**src/hdl/tvsg_pkg.sv**
```systemverilog
`default_nettype none
// ----------------------------------------------------------------------------
// tvsg_pkg: shared types and constants of the three-voice sound generator
// Item formats, operation codes, register map and per-chip control structs.
// ----------------------------------------------------------------------------
package tvsg_pkg;

	// Default number of chips; the result fields have room for two.
	localparam int NUM_CHIPS_DEF = 2;
	localparam int OUT_CHIPS     = 2;
	localparam int NUM_VOICES    = 3;

	typedef enum logic [1:0] {
		OP_WRITE     = 2'd0,
		OP_TONE_TICK = 2'd1,
		OP_ENV_TICK  = 2'd2,
		OP_NONE      = 2'd3
	} op_t;

	// Register map of one chip.
	localparam logic [3:0] REG_TONE_A_LO    = 4'd0;
	localparam logic [3:0] REG_TONE_A_HI    = 4'd1;
	localparam logic [3:0] REG_NOISE_PERIOD = 4'd6;
	localparam logic [3:0] REG_MIXER        = 4'd7;
	localparam logic [3:0] REG_AMP_A        = 4'd8;
	localparam logic [3:0] REG_ENV_LO       = 4'd11;
	localparam logic [3:0] REG_ENV_HI       = 4'd12;
	localparam logic [3:0] REG_ENV_SHAPE    = 4'd13;

	typedef struct packed {
		op_t        op;
		logic       chip;
		logic [3:0] reg_index;
		logic [7:0] write_data;
	} cmd_item_t;

	typedef struct packed {
		logic [5:0]  tone_bits;
		logic [1:0]  noise_bits;
		logic [5:0]  tone_enables;
		logic [5:0]  noise_enables;
		logic [23:0] channel_levels;
		logic [7:0]  envelope_levels;
	} snd_item_t;

	// Control for one chip during the cycle an item is applied.
	typedef struct packed {
		logic       wr;
		logic       tick_tn;
		logic       tick_env;
		logic [3:0] reg_index;
		logic [7:0] data;
	} chip_cmd_t;

	// Post-update view of one chip.
	typedef struct packed {
		logic [NUM_VOICES-1:0]      tone;
		logic                       noise;
		logic [NUM_VOICES-1:0]      tone_en;
		logic [NUM_VOICES-1:0]      noise_en;
		logic [NUM_VOICES-1:0][3:0] levels;
		logic [3:0]                 env_level;
	} chip_stat_t;

endpackage
`default_nettype wire

```
**src/hdl/tvsg_env.sv**
```systemverilog
`default_nettype none
// ----------------------------------------------------------------------------
// tvsg_env: envelope generator of one chip
// Period prescaler and the attack/decay/hold/alternate level machine.
// ----------------------------------------------------------------------------
module tvsg_env (
	input  wire logic                clk,
	input  wire logic                arst_n,
	input  wire tvsg_pkg::chip_cmd_t cmd,
	output logic [3:0]               level_d
);

	localparam int SH_HOLD = 0;
	localparam int SH_ALT  = 1;
	localparam int SH_ATT  = 2;
	localparam int SH_CONT = 3;

	logic [15:0] per_q, per_d;
	logic [3:0]  shape_q, shape_d;
	logic [15:0] cnt_q, cnt_d;
	logic [3:0]  level_q;
	logic        hold_q, hold_d;
	logic        rise_q, rise_d;

	always_comb begin
		logic [15:0] cnt_inc;
		logic        at_end;
		per_d   = per_q;
		shape_d = shape_q;
		cnt_d   = cnt_q;
		level_d = level_q;
		hold_d  = hold_q;
		rise_d  = rise_q;
		cnt_inc = cnt_q + 16'd1;
		at_end  = 1'b0;
		if (cmd.wr) begin
			unique case (cmd.reg_index)
				tvsg_pkg::REG_ENV_LO: per_d[7:0] = cmd.data;
				tvsg_pkg::REG_ENV_HI: per_d[15:8] = cmd.data;
				tvsg_pkg::REG_ENV_SHAPE: begin
					shape_d = cmd.data[3:0];
					cnt_d   = '0;
					hold_d  = 1'b0;
					rise_d  = cmd.data[SH_ATT];
					level_d = cmd.data[SH_ATT] ? 4'h0 : 4'hF;
				end
				default: ;
			endcase
		end
		if (cmd.tick_env && per_q != 16'd0) begin
			cnt_d = cnt_inc;
			if (!(cnt_inc < (per_q >> 4))) begin
				cnt_d = '0;
				if (!hold_q) begin
					if (rise_q) begin
						at_end = (level_q == 4'hF);
						if (!at_end) level_d = level_q + 4'd1;
					end else begin
						at_end = (level_q == 4'h0);
						if (!at_end) level_d = level_q - 4'd1;
					end
					if (at_end) begin
						if (!shape_q[SH_CONT]) begin
							level_d = 4'h0;
							hold_d  = 1'b1;
						end else if (shape_q[SH_HOLD]) begin
							level_d = (shape_q[SH_ATT] != shape_q[SH_ALT]) ? 4'hF : 4'h0;
							hold_d  = 1'b1;
						end else if (shape_q[SH_ALT]) begin
							rise_d = ~rise_q;
						end else begin
							level_d = shape_q[SH_ATT] ? 4'h0 : 4'hF;
						end
					end
				end
			end
		end
	end

	always_ff @(posedge clk or negedge arst_n) begin
		if (!arst_n) begin
			per_q   <= '0;
			shape_q <= '0;
			cnt_q   <= '0;
			level_q <= '0;
			hold_q  <= 1'b0;
			rise_q  <= 1'b0;
		end else begin
			per_q   <= per_d;
			shape_q <= shape_d;
			cnt_q   <= cnt_d;
			level_q <= level_d;
			hold_q  <= hold_d;
			rise_q  <= rise_d;
		end
	end

	// A held envelope always rests at one of the two end levels.
	a_hold_level: assert property (@(posedge clk) disable iff (!arst_n)
		hold_q |-> (level_q == 4'h0 || level_q == 4'hF))
		else $error("envelope holding at a level other than 0 or 15");

endmodule
`default_nettype wire

```
**src/hdl/tvsg_chip.sv**
```systemverilog
`default_nettype none
// ----------------------------------------------------------------------------
// tvsg_chip: one sound generator chip
// Register decode, three tone dividers, noise generator and level select.
// ----------------------------------------------------------------------------
module tvsg_chip (
	input  wire logic                 clk,
	input  wire logic                 arst_n,
	input  wire tvsg_pkg::chip_cmd_t  cmd,
	output tvsg_pkg::chip_stat_t      stat
);

	localparam int NV = tvsg_pkg::NUM_VOICES;

	logic [NV-1:0][11:0] tone_raw_q, tone_raw_d;
	logic [NV-1:0][11:0] tone_cnt_q, tone_cnt_d;
	logic [NV-1:0][11:0] tone_per;
	logic [NV-1:0]       tone_out_q, tone_out_d;
	logic [NV-1:0]       amp_env_q, amp_env_d;
	logic [NV-1:0][3:0]  fixed_q, fixed_d;
	logic [4:0]          noise_per_q, noise_per_d;
	logic [4:0]          noise_cnt_q, noise_cnt_d;
	logic [16:0]         noise_sh_q, noise_sh_d;
	logic                noise_out_q, noise_out_d;
	logic [5:0]          mixer_q, mixer_d;
	logic [3:0]          env_level_d;

	tvsg_env u_env (
		.clk     (clk),
		.arst_n  (arst_n),
		.cmd     (cmd),
		.level_d (env_level_d)
	);

	always_comb begin
		tone_raw_d  = tone_raw_q;
		tone_cnt_d  = tone_cnt_q;
		tone_out_d  = tone_out_q;
		amp_env_d   = amp_env_q;
		fixed_d     = fixed_q;
		noise_per_d = noise_per_q;
		noise_cnt_d = noise_cnt_q;
		noise_sh_d  = noise_sh_q;
		noise_out_d = noise_out_q;
		mixer_d     = mixer_q;
		// A period of zero behaves as one.
		for (int i = 0; i < NV; i++) begin
			tone_per[i] = (tone_raw_q[i] == 12'd0) ? 12'd1 : tone_raw_q[i];
		end
		if (cmd.wr) begin
			for (int i = 0; i < NV; i++) begin
				if (cmd.reg_index == tvsg_pkg::REG_TONE_A_LO + 4'(2 * i))
					tone_raw_d[i][7:0] = cmd.data;
				if (cmd.reg_index == tvsg_pkg::REG_TONE_A_HI + 4'(2 * i))
					tone_raw_d[i][11:8] = cmd.data[3:0];
				if (cmd.reg_index == tvsg_pkg::REG_AMP_A + 4'(i)) begin
					amp_env_d[i] = cmd.data[4];
					fixed_d[i]   = cmd.data[3:0];
				end
			end
			if (cmd.reg_index == tvsg_pkg::REG_NOISE_PERIOD)
				noise_per_d = (cmd.data[4:0] == 5'd0) ? 5'd1 : cmd.data[4:0];
			if (cmd.reg_index == tvsg_pkg::REG_MIXER)
				mixer_d = cmd.data[5:0];
		end
		if (cmd.tick_tn) begin
			for (int i = 0; i < NV; i++) begin
				if (tone_cnt_q[i] != 12'd0) begin
					tone_cnt_d[i] = tone_cnt_q[i] - 12'd1;
					if (tone_cnt_d[i] == (tone_per[i] >> 1))
						tone_out_d[i] = ~tone_out_q[i];
				end else begin
					tone_cnt_d[i] = tone_per[i];
					tone_out_d[i] = ~tone_out_q[i];
				end
			end
			if (noise_cnt_q <= 5'd1) begin
				noise_cnt_d = noise_per_q;
				noise_sh_d  = {noise_sh_q[0] ^ noise_sh_q[3], noise_sh_q[16:1]};
				noise_out_d = noise_sh_q[1];
			end else begin
				noise_cnt_d = noise_cnt_q - 5'd1;
			end
		end
	end

	always_ff @(posedge clk or negedge arst_n) begin
		if (!arst_n) begin
			tone_raw_q  <= '0;
			for (int i = 0; i < NV; i++) tone_cnt_q[i] <= 12'd1;
			tone_out_q  <= '0;
			amp_env_q   <= '0;
			fixed_q     <= '0;
			noise_per_q <= 5'd1;
			noise_cnt_q <= 5'd1;
			noise_sh_q  <= 17'd1;
			noise_out_q <= 1'b0;
			mixer_q     <= '0;
		end else begin
			tone_raw_q  <= tone_raw_d;
			tone_cnt_q  <= tone_cnt_d;
			tone_out_q  <= tone_out_d;
			amp_env_q   <= amp_env_d;
			fixed_q     <= fixed_d;
			noise_per_q <= noise_per_d;
			noise_cnt_q <= noise_cnt_d;
			noise_sh_q  <= noise_sh_d;
			noise_out_q <= noise_out_d;
			mixer_q     <= mixer_d;
		end
	end

	always_comb begin
		stat.tone      = tone_out_d;
		stat.noise     = noise_out_d;
		stat.tone_en   = ~mixer_d[2:0];
		stat.noise_en  = ~mixer_d[5:3];
		stat.env_level = env_level_d;
		for (int i = 0; i < NV; i++) begin
			stat.levels[i] = amp_env_d[i] ? env_level_d : fixed_d[i];
		end
	end

endmodule
`default_nettype wire

```
**src/hdl/three_voice_sound_generator_core.sv**
```systemverilog
`default_nettype none
// ----------------------------------------------------------------------------
// three_voice_sound_generator_core: two-chip, three-voice sound generator
// Register writes, tone/noise ticks and envelope ticks in; channel state out.
// ----------------------------------------------------------------------------
// The block takes one item per clock cycle while cmd_stall is low and
// returns exactly one result item for each. An accepted item waits in the
// input register; then the per-chip next-state logic (tone dividers, noise
// shifter, envelope machine) writes the chip state and the result register
// together. The result reflects the state after the item is
// applied. A write item targets one chip; tick items step every chip. A held
// envelope on one chip never stops the others. Writes to a chip number at or
// above NUM_CHIPS are ignored. Only the first two chips appear in the result
// fields, so at most two chips are built. No clearing pass follows reset.
module three_voice_sound_generator_core #(
	parameter int NUM_CHIPS = tvsg_pkg::NUM_CHIPS_DEF
) (
	input  wire logic                clk,
	input  wire logic                arst_n,
	input  wire logic                cmd_valid,
	output logic                     cmd_stall,
	input  wire tvsg_pkg::cmd_item_t cmd,
	output logic                     snd_valid,
	input  wire logic                snd_stall,
	output tvsg_pkg::snd_item_t      snd
);

	localparam int NV = tvsg_pkg::NUM_VOICES;
	// Chips beyond the reported ones have no visible effect.
	localparam int LIVE_CHIPS = (NUM_CHIPS < tvsg_pkg::OUT_CHIPS) ?
		NUM_CHIPS : tvsg_pkg::OUT_CHIPS;

	tvsg_pkg::cmd_item_t  item_s1;
	logic                 valid_s1;
	tvsg_pkg::snd_item_t  snd_q;
	logic                 snd_valid_q;
	tvsg_pkg::snd_item_t  res;
	tvsg_pkg::chip_cmd_t  ccmd [LIVE_CHIPS];
	tvsg_pkg::chip_stat_t cstat [LIVE_CHIPS];
	logic                 accept;
	logic                 adv;

	// The input register may fill while a finished result waits downstream;
	// an item leaves it only when the result register is free or emptying.
	assign adv       = valid_s1 && (!snd_valid_q || !snd_stall);
	assign cmd_stall = valid_s1 && !adv;
	assign accept    = cmd_valid && !cmd_stall;

	always_ff @(posedge clk or negedge arst_n) begin
		if (!arst_n) begin
			valid_s1 <= 1'b0;
		end else if (accept) begin
			valid_s1 <= 1'b1;
		end else if (adv) begin
			valid_s1 <= 1'b0;
		end
	end

	always_ff @(posedge clk) begin
		if (accept) begin
			item_s1 <= cmd;
		end
	end

	// Chip state changes only in the cycle an item moves to the result
	// register, so every item is applied exactly once.
	for (genvar c = 0; c < LIVE_CHIPS; c++) begin : g_chip
		always_comb begin
			ccmd[c].wr        = adv && (item_s1.op == tvsg_pkg::OP_WRITE) &&
			                    (item_s1.chip == 1'(c));
			ccmd[c].tick_tn   = adv && (item_s1.op == tvsg_pkg::OP_TONE_TICK);
			ccmd[c].tick_env  = adv && (item_s1.op == tvsg_pkg::OP_ENV_TICK);
			ccmd[c].reg_index = item_s1.reg_index;
			ccmd[c].data      = item_s1.write_data;
		end

		tvsg_chip u_chip (
			.clk    (clk),
			.arst_n (arst_n),
			.cmd    (ccmd[c]),
			.stat   (cstat[c])
		);
	end

	// Pack the post-update chip views into the result fields; missing chips
	// read as zero.
	always_comb begin
		res = '0;
		for (int c = 0; c < LIVE_CHIPS; c++) begin
			res.tone_bits[NV*c +: NV]            = cstat[c].tone;
			res.noise_bits[c]                    = cstat[c].noise;
			res.tone_enables[NV*c +: NV]         = cstat[c].tone_en;
			res.noise_enables[NV*c +: NV]        = cstat[c].noise_en;
			res.channel_levels[4*NV*c +: 4*NV]   = cstat[c].levels;
			res.envelope_levels[4*c +: 4]        = cstat[c].env_level;
		end
	end

	always_ff @(posedge clk or negedge arst_n) begin
		if (!arst_n) begin
			snd_valid_q <= 1'b0;
		end else if (adv) begin
			snd_valid_q <= 1'b1;
		end else if (!snd_stall) begin
			snd_valid_q <= 1'b0;
		end
	end

	always_ff @(posedge clk) begin
		if (adv) begin
			snd_q <= res;
		end
	end

	assign snd_valid = snd_valid_q;
	assign snd       = snd_q;

	// An accepted item is held in the input register on the next cycle.
	a_accept_fills: assert property (@(posedge clk) disable iff (!arst_n)
		accept |=> valid_s1)
		else $error("accepted item did not reach the input register");

	// An item that cannot move on stays put, unchanged.
	a_s1_holds: assert property (@(posedge clk) disable iff (!arst_n)
		(valid_s1 && !adv) |=> (valid_s1 && $stable(item_s1)))
		else $error("blocked item in the input register was lost or changed");

	// Every item that leaves the input register produces a result.
	a_result_follows: assert property (@(posedge clk) disable iff (!arst_n)
		adv |=> snd_valid_q)
		else $error("applied item produced no result");

endmodule
`default_nettype wire

```
**config.mk**
```make
export PLATFORM = sky130hd
export DESIGN_NAME = three_voice_sound_generator_core
export DESIGN_NICKNAME = d
export VERILOG_FILES = /design/src/hdl/tvsg_pkg.sv /design/src/hdl/tvsg_env.sv /design/src/hdl/tvsg_chip.sv /design/src/hdl/three_voice_sound_generator_core.sv
export SDC_FILE = /design/constraint.sdc
export NUM_CORES = 1
export LEC_CHECK = 0
export BUFFER_PORTS_ARGS = -buffer_cell sky130_fd_sc_hd__buf_2
export CORE_MARGIN = 3
export CORE_UTILIZATION = 55
export DETAILED_ROUTE_END_ITERATION = 7
export PLACE_DENSITY = 0.72
export SLEW_MARGIN = 20
export SYNTH_ARGS = -nofsm -noshare
export SYNTH_HDL_FRONTEND = slang
export SYNTH_HIERARCHICAL = 1
export SYNTH_SLANG_ARGS = --single-unit
```
**constraint.sdc**
```tcl
create_clock -name clk -period 8.7 [get_ports clk]
set_clock_uncertainty 0.1 [all_clocks]
set_input_delay 0.435 -clock clk [delete_from_list [all_inputs] [get_ports clk]]
set_output_delay 0.435 -clock clk [all_outputs]
set_load 0.02 [all_outputs]
```
Word level (Yosys, flattened, before mapping). Index checks and enable logic that the tools add are counted.

Register bits after elaboration: 401. Input bits: 19. Output and inout port bits: 54. Logic and storage cells: 327.

Add/subtract/negate cells: 14. Order comparisons: 4. Equality and inequality tests: 26. Multiplexer cells: 141. Bitwise gates (word level): 15. Reductions and logical operators: 63.

Operators with widths (count): 2-to-1 mux 12 bit (14); 2-to-1 mux 4 bit (41); 2-to-1 mux 16 bit (7); == test 12 x 11 -> 1 bit (6); logical NOT 12 bit (6); nonzero test 12 bit (6); subtractor 12 x 1 -> 12 bit, second input constant (6); 2-to-1 mux 1 bit (68); AND reduction 2 bit (24); adder 16 x 1 -> 16 bit, second input constant (2); == test 4 bit, second input constant (8); < comparator 16 x 12 -> 1 bit (2); nonzero test 16 bit (2); 2-to-1 mux 6 bit (4); == test 4 x 3 -> 1 bit, second input constant (4); 2-to-1 mux 5 bit (3); logical NOT 4 bit (3); 2-to-1 mux 3 bit (4); NOT 3 bit (4); less-or-equal comparator 5 x 1 -> 1 bit, second input constant (2); logical AND 1 bit (10); nonzero test 2 bit (5); subtractor 5 x 1 -> 5 bit, second input constant (2); NOT 1 bit (9); other kinds (13) (21).

Depth between registers and ports, before layout.
Depth after elaboration: 16. Mapped depth: 15. Depth with buffers taken out: 14.

By module. The synthesis kept the hierarchy.

Modules (own cells, without submodules): tvsg_chip (instances 2, cells each 697, area each 6939.2 sq um, sequential area each 3110.5 sq um); tvsg_env at g_chip[1].u_chip.u_env (instances 1, cells each 269, area each 2608.8 sq um, sequential area each 1051.0 sq um); tvsg_env at g_chip[0].u_chip.u_env (instances 1, cells each 271, area each 2491.1 sq um, sequential area each 1051.0 sq um); three_voice_sound_generator_core (instances 1, cells each 80, area each 2167.1 sq um, sequential area each 2062.0 sq um).

Worst setup path before layout. OpenSTA, ideal clock, no wires.

Path kind: reg-to-reg. Start point: reg g_chip[0].u_chip.u_env.cnt_q[2]. End point: reg snd_q, in the netlist snd[11], data pin. Library setup time: 260 ps. Data arrival time: 3065 ps. Data required time: 8340 ps. Slack: 5275 ps. Stages on the path, launching flop included: 15. Path buffers: 1. Clock period less this slack: 3425 ps. Path through: dfrtp_1 > and4_1 > nand4_2 > nor3_1 > xor2_1 > ha_1 > a21o_1 > a21oi_1 > nor2b_1 > a2111oi_4 > a21oi_2 > buf_2 > a221oi_1 > a21oi_1 > mux2_2.

RTL lines: start, declared (line tvsg_env.sv:20) `logic [15:0] cnt_q, cnt_d;`; start signal, assigned (line tvsg_env.sv:91) `cnt_q <= cnt_d;`; end signal, assigned (line three_voice_sound_generator_core.sv:111) `snd_q <= res;`; end, declared (line three_voice_sound_generator_core.sv:35) `tvsg_pkg::snd_item_t snd_q;`.

==> results.py <==
metrics = {
    "finish": {
        "fillCellCount": 3001,
        "layout_common_cells": "dfrtp_1 (322), mux2_2 (184), nand2_1 (149)",
        "nets": 2109,
        "mostFrequentLayoutCell": "dfrtp_1",
        "drive_gt1_frac": 0.196,
        "diodes": 0,
        "area_growth_pct": 10.7,
    },
    "power_and_ir_drop": {
        "seq_power_share": 0.446,
        "leakage_nw": 10.3,
        "power_switching_mw": 1.86,
        "pwr_density_cell_nw_per_um2": 246,
        "irDropWorstVdd_uv": 138,
        "internal-power_mw": 3.91,
        "clkPwrFrac": 0.329,
        "swShare": 0.322,
        "p_total_mw": 5.76,
        "combPwrFrac": 0.226,
    },
    "clocking": {
        "postCtsHoldBufs": 17,
        "cts_buffer_depth": 3,
        "cts_setup_buffers": 0,
        "cts.htree.levels": 2,
        "clock_latency_ns": 0.56,
        "cts_num_sinks": 401,
        "cts_tree": "yes",
        "path_clk_slew_ns": 0.06,
        "cts_inserted_buffers": 44,
        "ctsResizeCount": 0,
        "clockRootBuffer": "clkbuf_16",
    },
    "sta": {
        "finalSetupViolCount": 0,
        "fmax_mhz": 256,
        "timing.slew.headroom": 0.335,
        "finalCriticalPeriod_ns": 3.90,
        "worst_pin_slew_ns": 0.994,
        "rsz0062_at_grt": "no",
        "slew_viol_final": 0,
        "timing.final.crit_share": 0.449,
        "finalSetupTns_ns": 0,
        "finalHoldViolCount": 0,
    },
    "global_routing": {
        "grt-ovfl-total": 0,
        "grt_pass1_vias": 15100,
        "antenna_found_initial": 1,
        "globalRouteTotalUtil": 0.236,
        "grt_pass1_wl_um": 79400,
        "grt_max_degree": 77,
    },
    "route": {
        "routed.top_layer": "met4",
        "drc_errors": 0,
        "drt_first_iter_violations": 1395,
        "wl_met1_um": 22200,
        "wl_per_cell_um": 18.7,
        "routed_wl_um": 48600,
        "vias": 15600,
        "wl_met2_um": 22700,
        "final_antenna_net_count": 0,
        "viasPerCell": 6.02,
        "drtPass1Iterations": 8,
        "wl_met3_um": 2440,
    },
    "yosys": {
        "synth_top_area_cell": "dfrtp_1",
        "syn_avg_cell_area_um2": 10.5,
        "synthFlopType": "dfrtp_1",
        "postSynthCellCount": 2014,
        "synthArstFlopShare": 0.833,
        "synth_top_area_share": 0.381,
        "synth_nets": 2073,
        "ys_seq_elements": 401,
        "syn_area_um2": 21100,
        "yosysWarningCount": 6,
        "ys_seq_area_frac": 0.491,
        "synth_area_leaders": "dfrtp_1 (38%), mux2_2 (9.8%), edfxtp_1 (9.5%)",
        "synth-edff-count": 67,
        "synth_cell_type_count": 91,
    },
    "critical_path": {
        "start_kind": "flop",
        "required_ns": 8.90,
        "regToRegSetupSlack_ns": 4.80,
        "critPathKind": "reg2reg",
        "cp_data_arrival_time_ns": 4.10,
        "end_kind": "flop",
        "worstPathMaxFanout": 12,
    },
    "die": {
        "dieArea_um2": 40800,
        "io_pins": 73,
        "num_rows": 71,
        "core_area_um2": 37800,
        "initial_core_util": 0.560,
        "die_w_um": 202,
        "die_h_um": 202,
    },
    "placement": {
        "hpwl_um": 31600,
        "port_buffers": 72,
        "gp_congestion": 0.840,
    },
    "min_path": {
        "min_path_type": "in2reg",
    },
    "run_status": {
        "status": "completed",
    },
    "run": {
        "drv_cap": 0,
    },
}
flip-flops by register name, indices dropped and copies added (netlist names), 3 cells and up:
name,count
ccmd,12
g_chip.u_chip/amp_env_q,6
g_chip.u_chip/fixed_q,24
g_chip.u_chip/mixer_q,12
g_chip.u_chip/noise_cnt_q,10
g_chip.u_chip/noise_per_q,10
g_chip.u_chip/noise_sh_q,34
g_chip.u_chip/tone_cnt_q,72
g_chip.u_chip/tone_out_q,6
g_chip.u_chip/tone_raw_q,72
g_chip.u_chip/u_env/cnt_q,32
g_chip.u_chip/u_env/level_q,8
g_chip.u_chip/u_env/per_q,32
g_chip.u_chip/u_env/shape_q,8
item_s1,3
snd,52
logic make-up (layout without fill, tap and decap cells):
group / count (synthesis) / after routing / synth area share
DFF: 401 / 401 / 0.491
and+or+nand+nor: 615 / 615 / 0.158
xor gates and xnor gates: 94 / 94 / 0.0389
AOI/OAI and AO/OA: 439 / 439 / 0.136
muxes: 210 / 210 / 0.110
adders and majority gates: 40 / 40 / 0.0237
buffers and inverters: 215 / 285 / 0.0420
power groups by stage:
stage | combinational (mW) | clock (mW) | sequential [mW]
floorplan | 1.14 | 0 | 2.42
global placement | 1.23 | 0 | 2.58
detailed placement | 1.29 | 0 | 2.59
CTS | 1.30 | 1.93 | 2.56
global route | 1.47 | 2.01 | 2.62
finish | 1.30 | 1.89 | 2.57
metal layers:
layer	global-route usage	vias to the layer above
li1	-	7409
met1	0.335	7685
met2	0.379	435
met3	0.0327	94
met4	0.0765	0
met5	0	-
cell usage after synthesis, drive strengths merged (6+ instances only):
| master | instances |
|---|---|
| xor2 | 27 |
| nand2b | 38 |
| o41ai | 7 |
| o31a | 8 |
| nand3b | 9 |
| xnor2 | 67 |
| a21o | 16 |
| a41oi | 8 |
| nand4b | 7 |
| inv | 101 |
| nand4 | 19 |
| dfstp | 12 |
| nor3 | 56 |
| nand3 | 46 |
| clkbuf | 78 |
| a211oi | 12 |
| and3 | 15 |
| a21oi | 119 |
| nor2b | 17 |
| or3b | 7 |
| o2bb2ai | 6 |
| dfrtp | 322 |
| o211ai | 21 |
| mux2i | 26 |
| or2 | 12 |
| o22ai | 15 |
| nor4 | 49 |
| mux2 | 184 |
| o21ai | 122 |
| edfxtp | 67 |
| or4 | 24 |
| nor2 | 100 |
| o311ai | 10 |
| buf | 34 |
| o31ai | 12 |
| nand2 | 149 |
| nor3b | 13 |
| a22o | 17 |
| and2 | 11 |
| ha | 40 |
| or3 | 27 |
| a31oi | 19 |
final cells by class:
type	instances	area (um^2)	area share
Clock buffer	63	1310	0.0558
Clock inverter	17	179	0.00764
Inverter	103	387	0.0165
Multi-Input combinational cell	1398	9880	0.422
Sequential cell	401	10400	0.444
Tap cell	511	639	0.0273
Timing Repair Buffer	102	638	0.0273
metrics by stage:
step,cell area [um^2],setup slack [ns],hold WS [ns],utilization,instances
global placement,21800,4.91,0.340,0.576,2498
detailed placement,21800,4.86,0.340,0.576,2498
finish,23400,4.80,0.0262,0.620,2595
floorplan,21100,5.27,0.0394,-,2014
CTS,23400,4.83,0.000599,0.620,2595
global route,23400,4.46,0.0150,0.620,2595
path summary, 6_finish.rpt:
kind | endpoint | start | cells after the start
worst min register to register | g_chip[1].u_chip/tone_out_q[1]$_DFF_PN0_ | g_chip[1].u_chip/tone_out_q[1]$_DFF_PN0_ | 1
worst max register to register | snd[11]$_DFFE_PP_ | g_chip[0].u_chip/u_env/cnt_q[0]$_DFFE_PN0P_ | 13
worst min-delay path | snd_valid$_DFFE_PN0P_ | snd_stall | 2
min in group asynchronous | g_chip[1].u_chip/tone_cnt_q[35]$_DFFE_PN0P_ | arst_n | 2
worst max-delay path | snd[11]$_DFFE_PP_ | g_chip[0].u_chip/u_env/cnt_q[0]$_DFFE_PN0P_ | 13
max in group asynchronous | g_chip[0].u_chip/u_env/level_q[3]$_DFF_PN0_ | arst_n | 4
critical path, cell delays in order, from the launching register on:
cell and delay [ns]:
dfrtp_1 0.43, and4_1 0.28, nand4_2 0.22, nor3_1 0.23, xor2_1 0.26, ha_1 0.29, a21o_1 0.16, a21oi_1 0.13
nor2b_1 0.08, a2111oi_4 0.39, a21oi_2 0.21, a221oi_1 0.36, a21oi_1 0.18, mux2_2 0.33
Note: power is estimated with default switching activity, not from simulation.
